==> config.mk <==
export PLATFORM = sky130hd
export DESIGN_NAME = hsv_saturation_brightness_adjust
export DESIGN_NICKNAME = d
export VERILOG_FILES = /design/src/hdl/hsvsb_pkg.sv /design/src/hdl/hsvsb_divstage.sv /design/src/hdl/hsv_saturation_brightness_adjust.sv
export SDC_FILE = /design/constraint.sdc
export NUM_CORES = 1
export LEC_CHECK = 0
export BUFFER_PORTS_ARGS = -buffer_cell sky130_fd_sc_hd__buf_2
export CAP_MARGIN = 5
export CORE_ASPECT_RATIO = 1.2
export CORE_UTILIZATION = 50
export DETAILED_ROUTE_END_ITERATION = 6
export HOLD_SLACK_MARGIN = 0.08
export PLACE_DENSITY = 0.63
export SYNTH_ARGS = -nofsm -noshare
export SYNTH_HDL_FRONTEND = slang
export SYNTH_SLANG_ARGS = --single-unit
==> constraint.sdc <==
create_clock -name clk -period 19.7 [get_ports clk]
set_input_delay 3.94 -clock clk [delete_from_list [all_inputs] [get_ports clk]]
set_output_delay 3.94 -clock clk [all_outputs]
set_load 0.01 [all_outputs]
==> src/hdl/hsvsb_pkg.sv <==
`default_nettype none
package hsvsb_pkg;
	localparam int ChBits = 8;
	localparam int OfsBits = ChBits + 1;
	localparam int HueBits = 11;
	localparam int QBits = 9;
	localparam logic [ChBits-1:0] Full = {ChBits{1'b1}};
	localparam logic [0:0] RegSat = 1'b0;
	localparam logic [0:0] RegBright = 1'b1;
	localparam logic [HueBits-1:0] HueRange = 11'd1536;

	typedef logic [ChBits-1:0] ch_t;
	typedef logic signed [OfsBits-1:0] ofs_t;
	typedef logic [HueBits-1:0] hue_t;

	typedef struct packed {
		logic [1:0] max_sel;
		logic       neg;
		ch_t        num;
		ch_t        diff;
		ch_t        mx;
	} hsvsb_pre_t;

	typedef struct packed {
		hue_t hue;
		ch_t  s;
		ch_t  v;
	} hsvsb_hsv_t;

	localparam logic [1:0] SelRed = 2'd0;
	localparam logic [1:0] SelGreen = 2'd1;
	localparam logic [1:0] SelBlue = 2'd2;
endpackage
`default_nettype wire

==> src/hdl/hsvsb_divstage.sv <==
`default_nettype none
module hsvsb_divstage (
	input  wire logic [16:0] rem_in,
	input  wire logic [7:0]  den,
	input  wire logic [7:0]  qin,
	output logic [16:0]      rem_out,
	output logic [7:0]       qout,
	input  wire logic [2:0]  bitpos
);
	import hsvsb_pkg::*;
	logic [16:0] trial;
	always_comb begin
		trial = {9'd0, den} << bitpos;
		if (rem_in >= trial) begin
			rem_out = rem_in - trial;
			qout = qin | (8'd1 << bitpos);
		end else begin
			rem_out = rem_in;
			qout = qin;
		end
	end
endmodule
`default_nettype wire

==> src/hdl/hsv_saturation_brightness_adjust.sv <==
// RGB pixel saturation/brightness adjuster.
// Slave channel s_axis_*: one pixel per word, tdata = {blue, green, red}.
// Master channel m_axis_*: adjusted pixel, tdata = {blue, green, red},
// tuser = clamped (adjusted S or V hit 0 or full scale).
// Config channel cfg_*: index 0 = sat_offset, 1 = bright_offset, 9-bit
// signed; other indexes are ignored. Write only while the pipe is empty.
// Throughput: one pixel per clock; the pipe advances whenever the last
// stage is empty or taken. The two dividers (hue fraction and
// saturation) are spread over the stages, two restoring steps per stage.
// Reset clears all valid bits and both offsets to 0.
// When the receiver stalls a valid result, s_axis_tready drops and
// every stage holds; no word is lost or repeated.
`default_nettype none
module hsv_saturation_brightness_adjust (
	input  wire logic        clk,
	input  wire logic        arst_n,
	input  wire logic        s_axis_tvalid,
	output logic             s_axis_tready,
	input  wire logic [23:0] s_axis_tdata,   // red_in, green_in, blue_in
	output logic             m_axis_tvalid,
	input  wire logic        m_axis_tready,
	output logic [23:0]      m_axis_tdata,   // red_out, green_out, blue_out
	output logic             m_axis_tuser,   // clamped
	input  wire logic        cfg_valid,
	output logic             cfg_ready,
	input  wire logic [0:0]  cfg_index,
	input  wire logic [8:0]  cfg_data
);
	import hsvsb_pkg::*;
	localparam int NS = 8;

	ofs_t sat_q, bri_q;
	logic [NS:1] vld;
	logic adv;
	assign adv = !vld[NS] || m_axis_tready;
	assign s_axis_tready = adv;
	assign cfg_ready = 1'b1;

	always_ff @(posedge clk or negedge arst_n) begin
		if (!arst_n) begin
			sat_q <= '0;
			bri_q <= '0;
		end else if (cfg_valid) begin
			if (cfg_index == RegSat) sat_q <= cfg_data;
			else bri_q <= cfg_data;
		end
	end

	always_ff @(posedge clk or negedge arst_n) begin
		if (!arst_n) vld <= '0;
		else if (adv) vld <= {vld[NS-1:1], s_axis_tvalid};
	end

	// stage 1: max, min, diff, hue numerator
	ch_t r, g, b, mx, mn;
	hsvsb_pre_t pre;
	assign r = s_axis_tdata[7:0];
	assign g = s_axis_tdata[15:8];
	assign b = s_axis_tdata[23:16];
	always_comb begin
		mx = r; mn = r;
		if (g > mx) mx = g;
		if (b > mx) mx = b;
		if (g < mn) mn = g;
		if (b < mn) mn = b;
		pre.mx = mx;
		pre.diff = mx - mn;
		if (r == mx) begin
			pre.max_sel = SelRed;
			pre.neg = g < b;
			pre.num = (g >= b) ? g - b : b - g;
		end else if (g == mx) begin
			pre.max_sel = SelGreen;
			pre.neg = b < r;
			pre.num = (b >= r) ? b - r : r - b;
		end else begin
			pre.max_sel = SelBlue;
			pre.neg = r < g;
			pre.num = (r >= g) ? r - g : g - r;
		end
	end
	hsvsb_pre_t pre_s1;
	always_ff @(posedge clk) if (adv) pre_s1 <= pre;

	// stages 2..5: two dividers, quotient bits 8..0; 256*num/diff < 512
	// hue: rem = num<<8, q 9 bits (only if num==diff q=256)
	// sat: rem = 255*diff + mx/2, q 8 bits
	logic [16:0] hrem [2:5];
	logic [8:0]  hq   [2:5];
	logic [16:0] srem [2:5];
	logic [7:0]  sq   [2:5];
	hsvsb_pre_t  pr   [2:5];

	logic [16:0] hr_n [2:5];
	logic [8:0]  hq_n [2:5];
	logic [16:0] sr_n [2:5];
	logic [7:0]  sq_n [2:5];

	logic [16:0] h_top, h_num, h_init;
	logic        h_msb;
	always_comb begin
		h_top = {1'b0, pre_s1.diff, 8'd0};
		h_num = {1'b0, pre_s1.num, 8'd0};
		h_msb = pre_s1.diff != 0 && h_num >= h_top;
		h_init = h_msb ? h_num - h_top : h_num;
	end

	// each stage does two quotient bits of each divider (8 bits total; bit 8
	// of hue handled in stage 2 by a compare)
	for (genvar gs = 2; gs <= 5; gs++) begin : g_div
		logic [16:0] h_a, h_b, s_a, s_b;
		logic [7:0]  hq_a, hq_b, hq_c, sq_a, sq_b;
		logic        h8_a;
		hsvsb_pre_t  p_a;
		if (gs == 2) begin : g_first
			assign h_a = h_init;
			assign hq_a = '0;
			assign h8_a = h_msb;
			assign s_a = 17'(({9'd0, pre_s1.diff} << 8) - {9'd0, pre_s1.diff})
				+ 17'(pre_s1.mx >> 1);
			assign sq_a = '0;
			assign p_a = pre_s1;
		end else begin : g_next
			assign h_a = hrem[gs-1];
			assign hq_a = hq[gs-1][7:0];
			assign h8_a = hq[gs-1][8];
			assign s_a = srem[gs-1];
			assign sq_a = sq[gs-1];
			assign p_a = pr[gs-1];
		end
		hsvsb_divstage u_hue_hi (.rem_in(h_a), .den(p_a.diff), .qin(hq_a),
			.rem_out(h_b), .qout(hq_b), .bitpos(3'(11 - 2 * gs)));
		hsvsb_divstage u_hue_lo (.rem_in(h_b), .den(p_a.diff), .qin(hq_b),
			.rem_out(hr_n[gs]), .qout(hq_c), .bitpos(3'(10 - 2 * gs)));
		assign hq_n[gs] = {h8_a, hq_c};
		hsvsb_divstage u_sat_hi (.rem_in(s_a), .den(p_a.mx), .qin(sq_a),
			.rem_out(s_b), .qout(sq_b), .bitpos(3'(11 - 2 * gs)));
		hsvsb_divstage u_sat_lo (.rem_in(s_b), .den(p_a.mx), .qin(sq_b),
			.rem_out(sr_n[gs]), .qout(sq_n[gs]), .bitpos(3'(10 - 2 * gs)));
	end

	always_ff @(posedge clk) begin
		if (adv) begin
			for (int st = 2; st <= 5; st++) begin
				hrem[st] <= hr_n[st]; hq[st] <= hq_n[st];
				srem[st] <= sr_n[st]; sq[st] <= sq_n[st];
			end
			pr[2] <= pre_s1;
			for (int st = 3; st <= 5; st++) pr[st] <= pr[st-1];
		end
	end

	// stage 6: hue, S', V', clamp flag
	hsvsb_hsv_t hsv;
	logic clamp;
	always_comb begin
		logic [11:0] base, h;
		logic signed [10:0] s2, v2;
		logic [QBits-1:0] q;
		q = (pr[5].diff == 0) ? 9'd0 : hq[5];
		case (pr[5].max_sel)
			SelRed:   base = 12'd0;
			SelGreen: base = 12'd512;
			default:  base = 12'd1024;
		endcase
		h = pr[5].neg ? base + {1'b0, HueRange} - {3'd0, q} : base + {3'd0, q};
		if (h >= {1'b0, HueRange}) h = h - {1'b0, HueRange};
		hsv.hue = h[10:0];
		s2 = $signed({3'd0, (pr[5].mx == 0) ? 8'd0 : sq[5]}) + 11'(sat_q);
		v2 = $signed({3'd0, pr[5].mx}) + 11'(bri_q);
		clamp = 1'b0;
		if (s2 < 0) begin hsv.s = 8'd0; clamp = 1'b1; end
		else if (s2 > 11'sd255) begin hsv.s = Full; clamp = 1'b1; end
		else hsv.s = s2[7:0];
		if (v2 < 0) begin hsv.v = 8'd0; clamp = 1'b1; end
		else if (v2 > 11'sd255) begin hsv.v = Full; clamp = 1'b1; end
		else hsv.v = v2[7:0];
	end
	hsvsb_hsv_t hsv_s6;
	logic clamp_s6;
	logic [15:0] prod_s6;
	always_ff @(posedge clk) begin
		if (adv) begin hsv_s6 <= hsv; clamp_s6 <= clamp; end
	end
	assign prod_s6 = hsv_s6.s * hsv_s6.v;

	// stage 7: C = round(S*V/255)
	ch_t c_s7;
	hsvsb_hsv_t hsv_s7;
	logic clamp_s7;
	logic [16:0] pr7;
	logic [8:0] c9;
	always_comb begin
		pr7 = {1'b0, prod_s6} + 17'd127;
		// floor(p/255) = (p + (p>>8) + 1) >> 8 for p < 65536+
		c9 = 9'((pr7 + (pr7 >> 8) + 17'd1) >> 8);
	end
	always_ff @(posedge clk) begin
		if (adv) begin
			c_s7 <= c9[7:0]; hsv_s7 <= hsv_s6; clamp_s7 <= clamp_s6;
		end
	end

	// stage 8: X, m, sector mapping
	logic [23:0] pix;
	always_comb begin
		logic [2:0] sec;
		logic [8:0] t;
		logic [16:0] xp;
		ch_t x, m, ro, go, bo;
		sec = 3'(hsv_s7.hue >> 8);
		t = sec[0] ? 9'd256 - {1'b0, hsv_s7.hue[7:0]} : {1'b0, hsv_s7.hue[7:0]};
		xp = c_s7 * t + 17'd128;
		x = xp[15:8];
		m = hsv_s7.v - c_s7;
		case (sec)
			3'd0: begin ro = c_s7; go = x; bo = '0; end
			3'd1: begin ro = x; go = c_s7; bo = '0; end
			3'd2: begin ro = '0; go = c_s7; bo = x; end
			3'd3: begin ro = '0; go = x; bo = c_s7; end
			3'd4: begin ro = x; go = '0; bo = c_s7; end
			default: begin ro = c_s7; go = '0; bo = x; end
		endcase
		pix = {bo + m, go + m, ro + m};
	end
	always_ff @(posedge clk) begin
		if (adv) begin m_axis_tdata <= pix; m_axis_tuser <= clamp_s7; end
	end
	assign m_axis_tvalid = vld[NS];

	a_stall_hold: assert property (@(posedge clk) disable iff (!arst_n)
		m_axis_tvalid && !m_axis_tready |=> m_axis_tvalid && $stable(m_axis_tdata))
		else $error("output changed while stalled");
	a_ready: assert property (@(posedge clk) disable iff (!arst_n)
		!vld[NS] |-> s_axis_tready) else $error("ready low with empty tail");
endmodule
`default_nettype wire
==> flow_metrics.env, run 1 <==
export IMPL_status="finished with violations"
export IMPL_violations="DRC"
export IMPL_cp_cell_sequence="buf_2 -> inv_1 -> ha_1 -> a211o_1 -> a21oi_1 -> a21o_1 -> nor2_1 -> a21oi_1 -> ha_1 -> nor2b_1 -> o211a_1 -> o21ai_0 -> nand2_1 -> a21boi_0 -> ha_1 -> nor2b_1 -> o21ai_0 -> a21boi_0 -> o21ai_0 -> nand2b_1 -> a21o_1 -> a21oi_1 -> xor2_1 -> xnor2_1"
export IMPL_grt_max_degree=79
export IMPL_wl_per_cell_um=18.29
export IMPL_cts_root_buf="clkbuf_16"
export IMPL_maxSlewViolCount=0
export IMPL_dpl_hpwl_mm=58.82
export IMPL_drc_errors=8
export IMPL_syn_inst=3108
export IMPL_synthesis_area_um2=30330
export IMPL_syn_to_final_growth_pct=8.285
export IMPL_min_to="hsv_s7[25]"
export IMPL_synth_enable_flop_cells=318
export IMPL_rr_endpoint="srem[2][13]"
export IMPL_worst_r2r_setup_slack_ps=11550
export IMPL_initialDrtViolationCount=1232
export IMPL_rr_worst_depth=28
export IMPL_fin_skew_ps=25.72
export IMPL_fmax_mhz=106.0
export IMPL_cp_required_ps=20020
export IMPL_hold_slack_ps=412.5
export IMPL_post_cts_setup_buffer_count=0
export IMPL_finalSetupViolCount=0
export IMPL_die_area_um2=61640
export IMPL_cts_tree="built"
export IMPL_setup_worst_path_end_class="register"
export IMPL_dp_cells=3928
export IMPL_slowest_delay_ps=570
export IMPL_place_congestion=0.9089
export IMPL_clock_tree_buffer_depth=3
export IMPL_final_cells=4000
export IMPL_critPathLaunchType="primary input"
export IMPL_cts_buffers=39
export IMPL_yosysWarnings=0
export IMPL_diodes=0
export IMPL_grt_pass1_vias=23730
export IMPL_drive_gt1_frac=0.08375
export IMPL_slew_headroom=0.1794
export IMPL_crit_type="in2reg"
export IMPL_async_flop_share=0.07558
export IMPL_portBuffers=65
export IMPL_grt_pass1_wl_mm=119.1
export IMPL_htreeDepth=2
export IMPL_worst_slew_pin_slew_ps=1221
export IMPL_worstPathArrival_ps=9760
export IMPL_slowest_stage="a21o_1"
export IMPL_drtAntennaViolNets=0
export IMPL_startpoint="s_axis_tdata[5]"
export IMPL_reg2reg_from="g_div[2].p_a[9]"
export IMPL_antenna_found_initial=1
export IMPL_overflow=0
export IMPL_yosysUniqueCellTypes=96
export IMPL_layout_nets=3653
export IMPL_grt_setup_unrepaired="no"
export IMPL_syn_avg_cell_area_um2=9.757
export IMPL_path_max_fanout=18
export IMPL_hold_violations=0
export IMPL_cts_clk_slew_worst_paths_ps=60
export IMPL_period_minus_slack_ps=9433
export IMPL_finalCritPeriodShare=0.4788
export IMPL_initial_core_util=0.5078
export IMPL_synth_flop_cell="edfxtp_1"
export IMPL_hold_path_startpoint="hsv_s6[25]"
export IMPL_vias=23050
export IMPL_wl_mm=73.14
export IMPL_ioPinCount=67
export IMPL_synth_nets=3592
export IMPL_grt_use_total=0.2411
export IMPL_rows=98
export IMPL_cts_hold_repair_buffers=0
export IMPL_clock_latency_ps=570
export IMPL_worstHoldPathCells=0
export IMPL_hold_path_class="reg2reg"
export IMPL_vias_per_cell=5.762
export IMPL_yosysSeqAreaShare=0.3363
export IMPL_cts_resized=0
export IMPL_die_x_um=226.8
export IMPL_firstDrtPassIters=7
export IMPL_fin_tns_setup_ps=0
export IMPL_fp_coreArea_um2=59710
export IMPL_cts_sinks=344
export IMPL_die_h_um=271.8
export IMPL_maxCapViolCount=0
export IMPL_ys_seq_elements=344
routing by layer:
layer  track usage  part of all wire  up-vias
li1              -                 -    11250
met1        0.2627              0.39    11110
met2        0.4598              0.53      513
met3       0.02609             0.033      173
met4        0.1104             0.045        2
met5             0           0.00018        -
stage by stage:
step / utilization / instance area [um^2] / worst slack [ps]
floorplan: - / 30330 / 2833
global placement: 0.5281 / 31540 / 9787
detailed placement: 0.5281 / 31540 / 9787
CTS: 0.5499 / 32840 / 10370
global route: 0.5499 / 32840 / 9764
finish: 0.5499 / 32840 / 10270
registers in the layout, summed over array words and instances, names as in the netlist:
register	count
c_s7	8
bri_q	9
hsv_s6	27
m_axis_tdata	24
srem	51
m_axis_tuser	1
g_div.p_a	27
pr	76
hsv_s7	19
sq	20
clamp_s6	1
hrem	39
hq	24
clamp_s7	1
sat_q	9
vld	8
cells in the mapped netlist (12+ instances only):
master | n | share of area
xor2_1 | 69 | 0.020
o22ai_1 | 15 | 0.0031
dfrtp_1 | 26 | 0.021
nor2b_1 | 60 | 0.012
o21bai_1 | 28 | 0.0069
and3_1 | 15 | 0.0031
nand4_1 | 38 | 0.0078
clkbuf_1 | 49 | 0.0061
a21oi_1 | 217 | 0.036
nor3_1 | 46 | 0.0076
o21ai_0 | 150 | 0.025
ha_1 | 337 | 0.14
nand3_1 | 32 | 0.0053
nand2b_1 | 32 | 0.0066
a221oi_1 | 19 | 0.0055
fa_1 | 108 | 0.071
a211oi_1 | 17 | 0.0042
nor2_1 | 239 | 0.030
a21o_1 | 67 | 0.017
nand2_1 | 223 | 0.028
edfxtp_1 | 318 | 0.31
mux2_2 | 85 | 0.032
o21a_1 | 47 | 0.012
a31oi_1 | 12 | 0.0025
inv_1 | 326 | 0.040
and2_1 | 54 | 0.011
nor4_1 | 25 | 0.0052
o211ai_1 | 21 | 0.0052
o31ai_1 | 17 | 0.0042
mux2i_1 | 41 | 0.014
xnor2_1 | 144 | 0.042
a21boi_0 | 34 | 0.0084
or3_1 | 26 | 0.0054
worst max-delay path by stage:
stage	endpoint	slack, ps	cells after the start
6_report	g_div[2].p_a[15]	10270	24
5_1_grt	g_div[2].p_a[15]	9760	22
4_1_cts	g_div[2].p_a[15]	10370	24
3_5_place_dp	g_div[2].p_a[15]	9790	24
3_3_place_gp	g_div[2].p_a[15]	9790	24
2_1_floorplan	s_axis_tready	2830	2
cell type report:
type | instances | area [um^2]
multi-input combinational | 2378 | 18680
fill | 5313 | 26880
clock buffer | 49 | 1035
sequential | 344 | 10200
clock inverter | 23 | 265.3
inverter | 329 | 1237
timing repair buffer | 77 | 415.4
tap | 800 | 1001
worst max-delay path: cells and delay by family:
kind | cells | cell delay, ps
and+or+nand+nor | 5 | 900
buffers and inverters | 2 | 240
xor gates and xnor gates | 2 | 280
AOI/OAI and AO/OA | 12 | 3380
adders and majority gates | 3 | 1000
cell usage in the layout, fill, tap and decap left out, drive strengths merged, types with 26 or more instances in the layout:
cell	instances
nand2b	32
buf	77
xor2	69
dfrtp	26
nand3	32
xnor2	144
a21boi	35
nor2b	60
nor3	47
a21oi	218
o21a	47
nand4	38
clkbuf	49
inv	333
edfxtp	318
ha	337
and2	54
o21ai	154
nor2	240
fa	108
o21bai	28
or3	26
a21o	67
mux2i	42
nand2	223
mux2	94
cell families after synthesis:
| logic type | share of synthesized area |
|---|---|
| buf+inv | 0.04836 |
| other cells | 0.0001237 |
| mux | 0.05005 |
| xor+xnor | 0.06152 |
| flops | 0.3363 |
| compound gates | 0.1580 |
| fa+ha+maj | 0.2103 |
| simple gates | 0.1352 |
Power of run 1 is not shown: default switching activity piles up to over one toggle a cycle in this logic, so the estimate is an artifact.
==> run 2, diff against run 1 <==
- ABC_AREA: not set -> 1
- clock period: 19.7 -> 8.75 ns (I/O delays scaled with it)
==> run 2 against run 1 <==
Against the previous run:
- area after synthesis up 4.9%
- register-to-register slack lost 9500 ps
- the flow now finishes without violations
- setup slack worse by 8300 ps
- routed wire length grew 1.7%
- clock skew down 0.92 ps
==> flow_metrics.env, run 2 <==
export IMPL_ioPinCount=67
export IMPL_grt_use_total=0.2349
export IMPL_reg2reg_from="hsv_s7[16]"
export IMPL_final_common_cell="nand2_1"
export IMPL_fin_skew_ps=24.80
export IMPL_fin_tns_setup_ps=0
export IMPL_maxCapViolCount=0
export IMPL_drc_errors=0
export IMPL_grt_setup_unrepaired="no"
export IMPL_largest_register="pr"
export IMPL_diodes=0
export IMPL_synthesis_area_um2=31820
export IMPL_htreeDepth=2
export IMPL_grt_max_degree=148
export IMPL_vias=25670
export IMPL_die_h_um=278.4
export IMPL_yosysWarnings=0
export IMPL_slowest_stage="fa_1"
export IMPL_finalCritPeriodShare=0.7713
export IMPL_synth_flop_cell="edfxtp_1"
export IMPL_fp_coreArea_um2=62430
export IMPL_wl_mm=74.37
export IMPL_initialDrtViolationCount=1438
export IMPL_stdcell_area_um2=34200
export IMPL_slowest_delay_ps=510
export IMPL_cts_resized=0
export IMPL_slew_headroom=0.4339
export IMPL_yosysSeqAreaShare=0.3205
export IMPL_maxSlewViolCount=0
export IMPL_overflow=0
export IMPL_busiest_layer="met2"
export IMPL_path_max_fanout=7
export IMPL_clock_tree_buffer_depth=3
export IMPL_hold_path_startpoint="sq[2][2]"
export IMPL_drive_gt1_frac=0.06107
export IMPL_syn_avg_cell_area_um2=7.979
export IMPL_layout_nets=4516
export IMPL_gr_usage_met3=0.02633
export IMPL_met1_usage=0.2748
export IMPL_cts_buffers=39
export IMPL_ys_seq_elements=344
export IMPL_cts_sinks=344
export IMPL_period_minus_slack_ps=6749
export IMPL_wl_per_cell_um=15.25
export IMPL_portBuffers=65
export IMPL_crit_top_cell="nand2_1"
export IMPL_finalSetupViolCount=0
export IMPL_status="completed"
export IMPL_firstDrtPassIters=6
export IMPL_crit_type="reg2reg"
export IMPL_syn_inst=3988
export IMPL_post_cts_setup_buffer_count=0
export IMPL_worst_slew_pin_slew_ps=840.2
export IMPL_final_cell_mix="nand2_1 (996), inv_1 (597), ha_1 (337), edfxtp_1 (318), nor2_1 (291)"
export IMPL_die_area_um2=64660
export IMPL_synth_common_cells="nand2_1 (997), inv_1 (597), ha_1 (337), edfxtp_1 (318), nor2_1 (291)"
export IMPL_critPathLaunchType="register"
export IMPL_synth_top_cell_area_share=0.3001
export IMPL_setup_worst_path_end_class="register"
export IMPL_grt_util_met2=0.4264
export IMPL_cts_clk_slew_worst_paths_ps=60
export IMPL_hold_path_class="reg2reg"
export IMPL_cts_hold_repair_buffers=0
export IMPL_grt_pass1_vias=25310
export IMPL_hold_violations=0
export IMPL_die_x_um=232.3
export IMPL_dpl_hpwl_mm=60.16
export IMPL_drtAntennaViolNets=0
export IMPL_antenna_found_initial=0
export IMPL_synth_nets=4472
export IMPL_clock_latency_ps=570
export IMPL_syn_to_final_growth_pct=7.467
export IMPL_async_flop_share=0.07558
export IMPL_vias_per_cell=5.263
export IMPL_rows=100
export IMPL_place_congestion=0.9665
export IMPL_worstPathArrival_ps=7060
export IMPL_cp_required_ps=9060
export IMPL_largest_register_ff_count=76
export IMPL_fmax_mhz=148.2
export IMPL_synth_most_common_cell="nand2_1"
export IMPL_top_regs="pr x76, srem x51, hrem x39"
export IMPL_synth_enable_flop_cells=318
export IMPL_dpl_instance_area_um2=32860
export IMPL_yosysUniqueCellTypes=64
export IMPL_synth_top_cell_by_area="edfxtp_1"
export IMPL_synthTopCellsByArea="edfxtp_1 (30%), ha_1 (13%), nand2_1 (12%)"
export IMPL_startpoint="hsv_s7[16]"
export IMPL_hold_slack_ps=408.8
export IMPL_grt_pass1_wl_mm=122.8
export IMPL_cts_root_buf="clkbuf_16"
export IMPL_cts_tree="built"
export IMPL_initial_core_util=0.5097
run 2: cell count changes in the layout (fill, tap and decap cells not counted), sizes merged, moves of 48 or more:
| cell | change |
|---|---|
| nor2b | -60 |
| nand3 | +222 |
| xnor2 | -65 |
| o21ai | +66 |
| nor2 | +66 |
| inv | +282 |
| a21o | -52 |
| and2 | -48 |
| mux2 | -89 |
| nand2 | +805 |
| xor2 | +70 |
run 2: worst paths after layout:
path / to / slack (ps) / cells after the start
min reg2reg: sq[2][10] / 410 / 0
min: sq[2][10] / 410 / 0
max reg2reg: m_axis_tdata[7] / 2000 / 38
min in group asynchronous: vld[4] / 1170 / 1
max: m_axis_tdata[7] / 2000 / 38
max in group asynchronous: bri_q[8] / 7180 / 1
run 2: kinds of logic (layout without fill, tap and decap cells):
logic type / after synthesis / after routing / synth area share
AOI/OAI and AO/OA: 566 / 566 / 0.09956
adders and majority gates: 445 / 445 / 0.2005
other: 1 / 1 / 0.0001178
muxes: 10 / 10 / 0.003342
buffers and inverters: 680 / 753 / 0.08391
DFF: 344 / 344 / 0.3205
and+or+nand+nor: 1724 / 1724 / 0.2318
xor gates and xnor gates: 218 / 218 / 0.06024
run 2: cell type report:
type                    instances  area [um^2]
clock buffers                  43         1012
flip-flops and latches        344        10200
repair buffers                 69        367.9
multi-input cells            2964        18960
fillers                      5905        28240
clock inverters                27        327.8
inverters                     614         2310
well taps                     816         1021
run 2: critical path, delay by kind of cell, from the launching register on:
kind / cells / cell delay (ps)
adder cells (fa/ha/maj): 7 / 2560
AND/OR/NAND/NOR: 19 / 1780
AO/OA/AOI/OAI: 5 / 990
flip-flops: 1 / 490
buffers and inverters: 6 / 460
XOR/XNOR: 1 / 200
run 2: metal layers:
layer	vias to the layer above	share of wire
met2	542	0.50
met1	11700	0.42
li1	13240	-
met5	-	0
met4	0	0.045
met3	186	0.038
run 2: per-stage QoR:
step / instances / setup WS (ps) / utilization
finish: 4877 / 2001 / 0.5477
global route: 4877 / 1375 / 0.5477
CTS: 4877 / 1982 / 0.5477
detailed placement: 4807 / 2031 / 0.5263
global placement: 4807 / 2256 / 0.5263
floorplan: 3988 / 944.1 / -
Power of run 2 is left out for the same reason.
==> run 3, diff against run 2 <==
- clock period: 8.75 -> 6.45 ns (I/O delays scaled with it)
==> run 3 against run 2 <==
Against the previous run:
- cell count up 1.6%
- die area unchanged
- worst hold slack better by 7.3 ps
- core utilization up 1.2 points
- highest routed layer unchanged
==> flow_metrics.env, run 3 (synthesis gave the netlist of run 2 again) <==
export IMPL_cts_buffers=40
export IMPL_finalCritPeriodShare=0.9474
export IMPL_die_x_um=232.3
export IMPL_diodes=0
export IMPL_final_common_cell="nand2_1"
export IMPL_syn_to_final_growth_pct=9.901
export IMPL_wl_per_cell_um=15.05
export IMPL_firstDrtPassIters=6
export IMPL_slowest_delay_ps=530
export IMPL_cts_root_buf="clkbuf_16"
export IMPL_wl_met3_mm=2.228
export IMPL_place_congestion=0.9342
export IMPL_cts_sinks=344
export IMPL_cp_required_ps=6760
export IMPL_drc_errors=0
export IMPL_die_h_um=278.4
export IMPL_final_cell_mix="nand2_1 (983), inv_1 (586), ha_1 (329), edfxtp_1 (318), nor2_1 (282)"
export IMPL_clock_latency_ps=570
export IMPL_drtAntennaViolNets=0
export IMPL_largest_register_ff_count=76
export IMPL_overflow=0
export IMPL_grt_max_degree=77
export IMPL_maxSlewViolCount=0
export IMPL_hold_path_startpoint="sq[1][7]"
export IMPL_dp_cells=4857
export IMPL_drive_gt1_frac=0.09152
export IMPL_hold_path_class="reg2reg"
export IMPL_largest_register="pr"
export IMPL_highest_layer="met4"
export IMPL_finalSetupViolCount=0
export IMPL_fp_coreArea_um2=62430
export IMPL_top_regs="pr x76, srem x51, hrem x39"
export IMPL_rows=100
export IMPL_crit_top_cell="nand2_1"
export IMPL_wl_mm=74.61
export IMPL_cts_hold_repair_buffers=0
export IMPL_die_area_um2=64660
export IMPL_slowest_stage="fa_1"
export IMPL_grt_pass1_wl_mm=122.5
export IMPL_cts_tree="built"
export IMPL_initial_core_util=0.5097
export IMPL_period_minus_slack_ps=6111
export IMPL_layout_nets=4595
export IMPL_grt_pass1_vias=25440
export IMPL_startpoint="hsv_s7[16]"
export IMPL_ioPinCount=67
export IMPL_setup_worst_path_end_class="register"
export IMPL_dpl_hpwl_mm=60.66
export IMPL_slew_headroom=0.3660
export IMPL_hold_violations=0
export IMPL_antenna_found_initial=0
export IMPL_path_max_fanout=5
export IMPL_clock_tree_buffer_depth=3
export IMPL_htreeDepth=2
export IMPL_worst_slew_pin_slew_ps=951.1
export IMPL_initialDrtViolationCount=1322
export IMPL_reg2reg_from="hsv_s7[16]"
export IMPL_vias_per_cell=5.217
export IMPL_critPathLaunchType="register"
export IMPL_maxCapViolCount=0
export IMPL_portBuffers=65
export IMPL_wl_met1_mm=31.55
export IMPL_vias=25860
export IMPL_grt_setup_unrepaired="yes"
export IMPL_route_met2_wl_mm=38.17
export IMPL_worstPathArrival_ps=6420
export IMPL_fmax_mhz=163.6
export IMPL_final_cells=4957
export IMPL_grt_use_total=0.2332
export IMPL_status="completed"
export IMPL_worst_r2r_setup_slack_ps=340
export IMPL_cts_clk_slew_worst_paths_ps=60
export IMPL_crit_type="reg2reg"
export IMPL_fin_skew_ps=20.30
-- run 3: cell count changes in the layout (fill, tap and decap cells not counted), moves of 7 or more --
| cell | previous run | this run |
|---|---|---|
| o21ai_0 | 184 | 176 |
| ha_1 | 337 | 329 |
| o21ai_1 | 24 | 31 |
| inv_1 | 597 | 586 |
| nor2_1 | 291 | 282 |
| nand2_1 | 996 | 983 |
| nand2_2 | 27 | 39 |
| inv_2 | 10 | 19 |
| nor2_2 | 11 | 20 |
| buf_4 | 3 | 79 |
-- run 3: stage by stage --
step / cell area (um^2) / setup TNS [ps] / worst slack (ps) / hold WS [ps] / util
after global routing: 34970 / -40.26 / -39.35 / 423.4 / 0.5601
after floorplan: 31820 / 0 / 410.1 / 400.3 / -
after global placement: 33220 / 0 / 159.3 / 400.8 / 0.5321
after detailed placement: 33220 / 0 / 97.63 / 404.5 / 0.5321
after CTS: 34520 / 0 / 68.31 / 416.4 / 0.5529
final: 34970 / 0 / 339.0 / 416.1 / 0.5601
-- run 3: final timing paths --
check	endpoint	depth (start not counted)
max	m_axis_tdata[15]	41
min	sq[1][15]	0
max reg2reg	m_axis_tdata[15]	41
min reg2reg	sq[1][15]	0
max in group asynchronous	bri_q[1]	1
min in group asynchronous	vld[8]	1
-- run 3: critical path: cells and delay by family, from the launching register on --
family	cells	cell delay (ps)
adder cells (fa/ha/maj)	7	2360
AND/OR/NAND/NOR	20	1390
AO/OA/AOI/OAI	6	900
buffers and inverters	7	600
flip-flops	1	420
XOR/XNOR	1	190
-- run 3: layout make-up --
cell class	instances	area, um^2
Clock buffer	45	1020
Inverter	614	2316
Clock inverter	27	282.8
Multi-Input combinational cell	2964	19170
Timing Repair Buffer	147	962.2
Sequential cell	344	10200
Tap cell	816	1021
Fill cell	5888	27460
-- run 3: layer usage --
layer / global-route usage / vias up
li1: - / 13390
met1: 0.2725 / 11880
met2: 0.4355 / 448
met3: 0.02162 / 150
met4: 0.08536 / 0
met5: 0 / -
-- run 3: repair_timing --
action                                  4_1_cts  5_1_grt
setup buffers                                 0       28
gates resized for setup                       0       70
endpoints found under the setup margin        0       34
Power of run 3 is left out for the same reason.
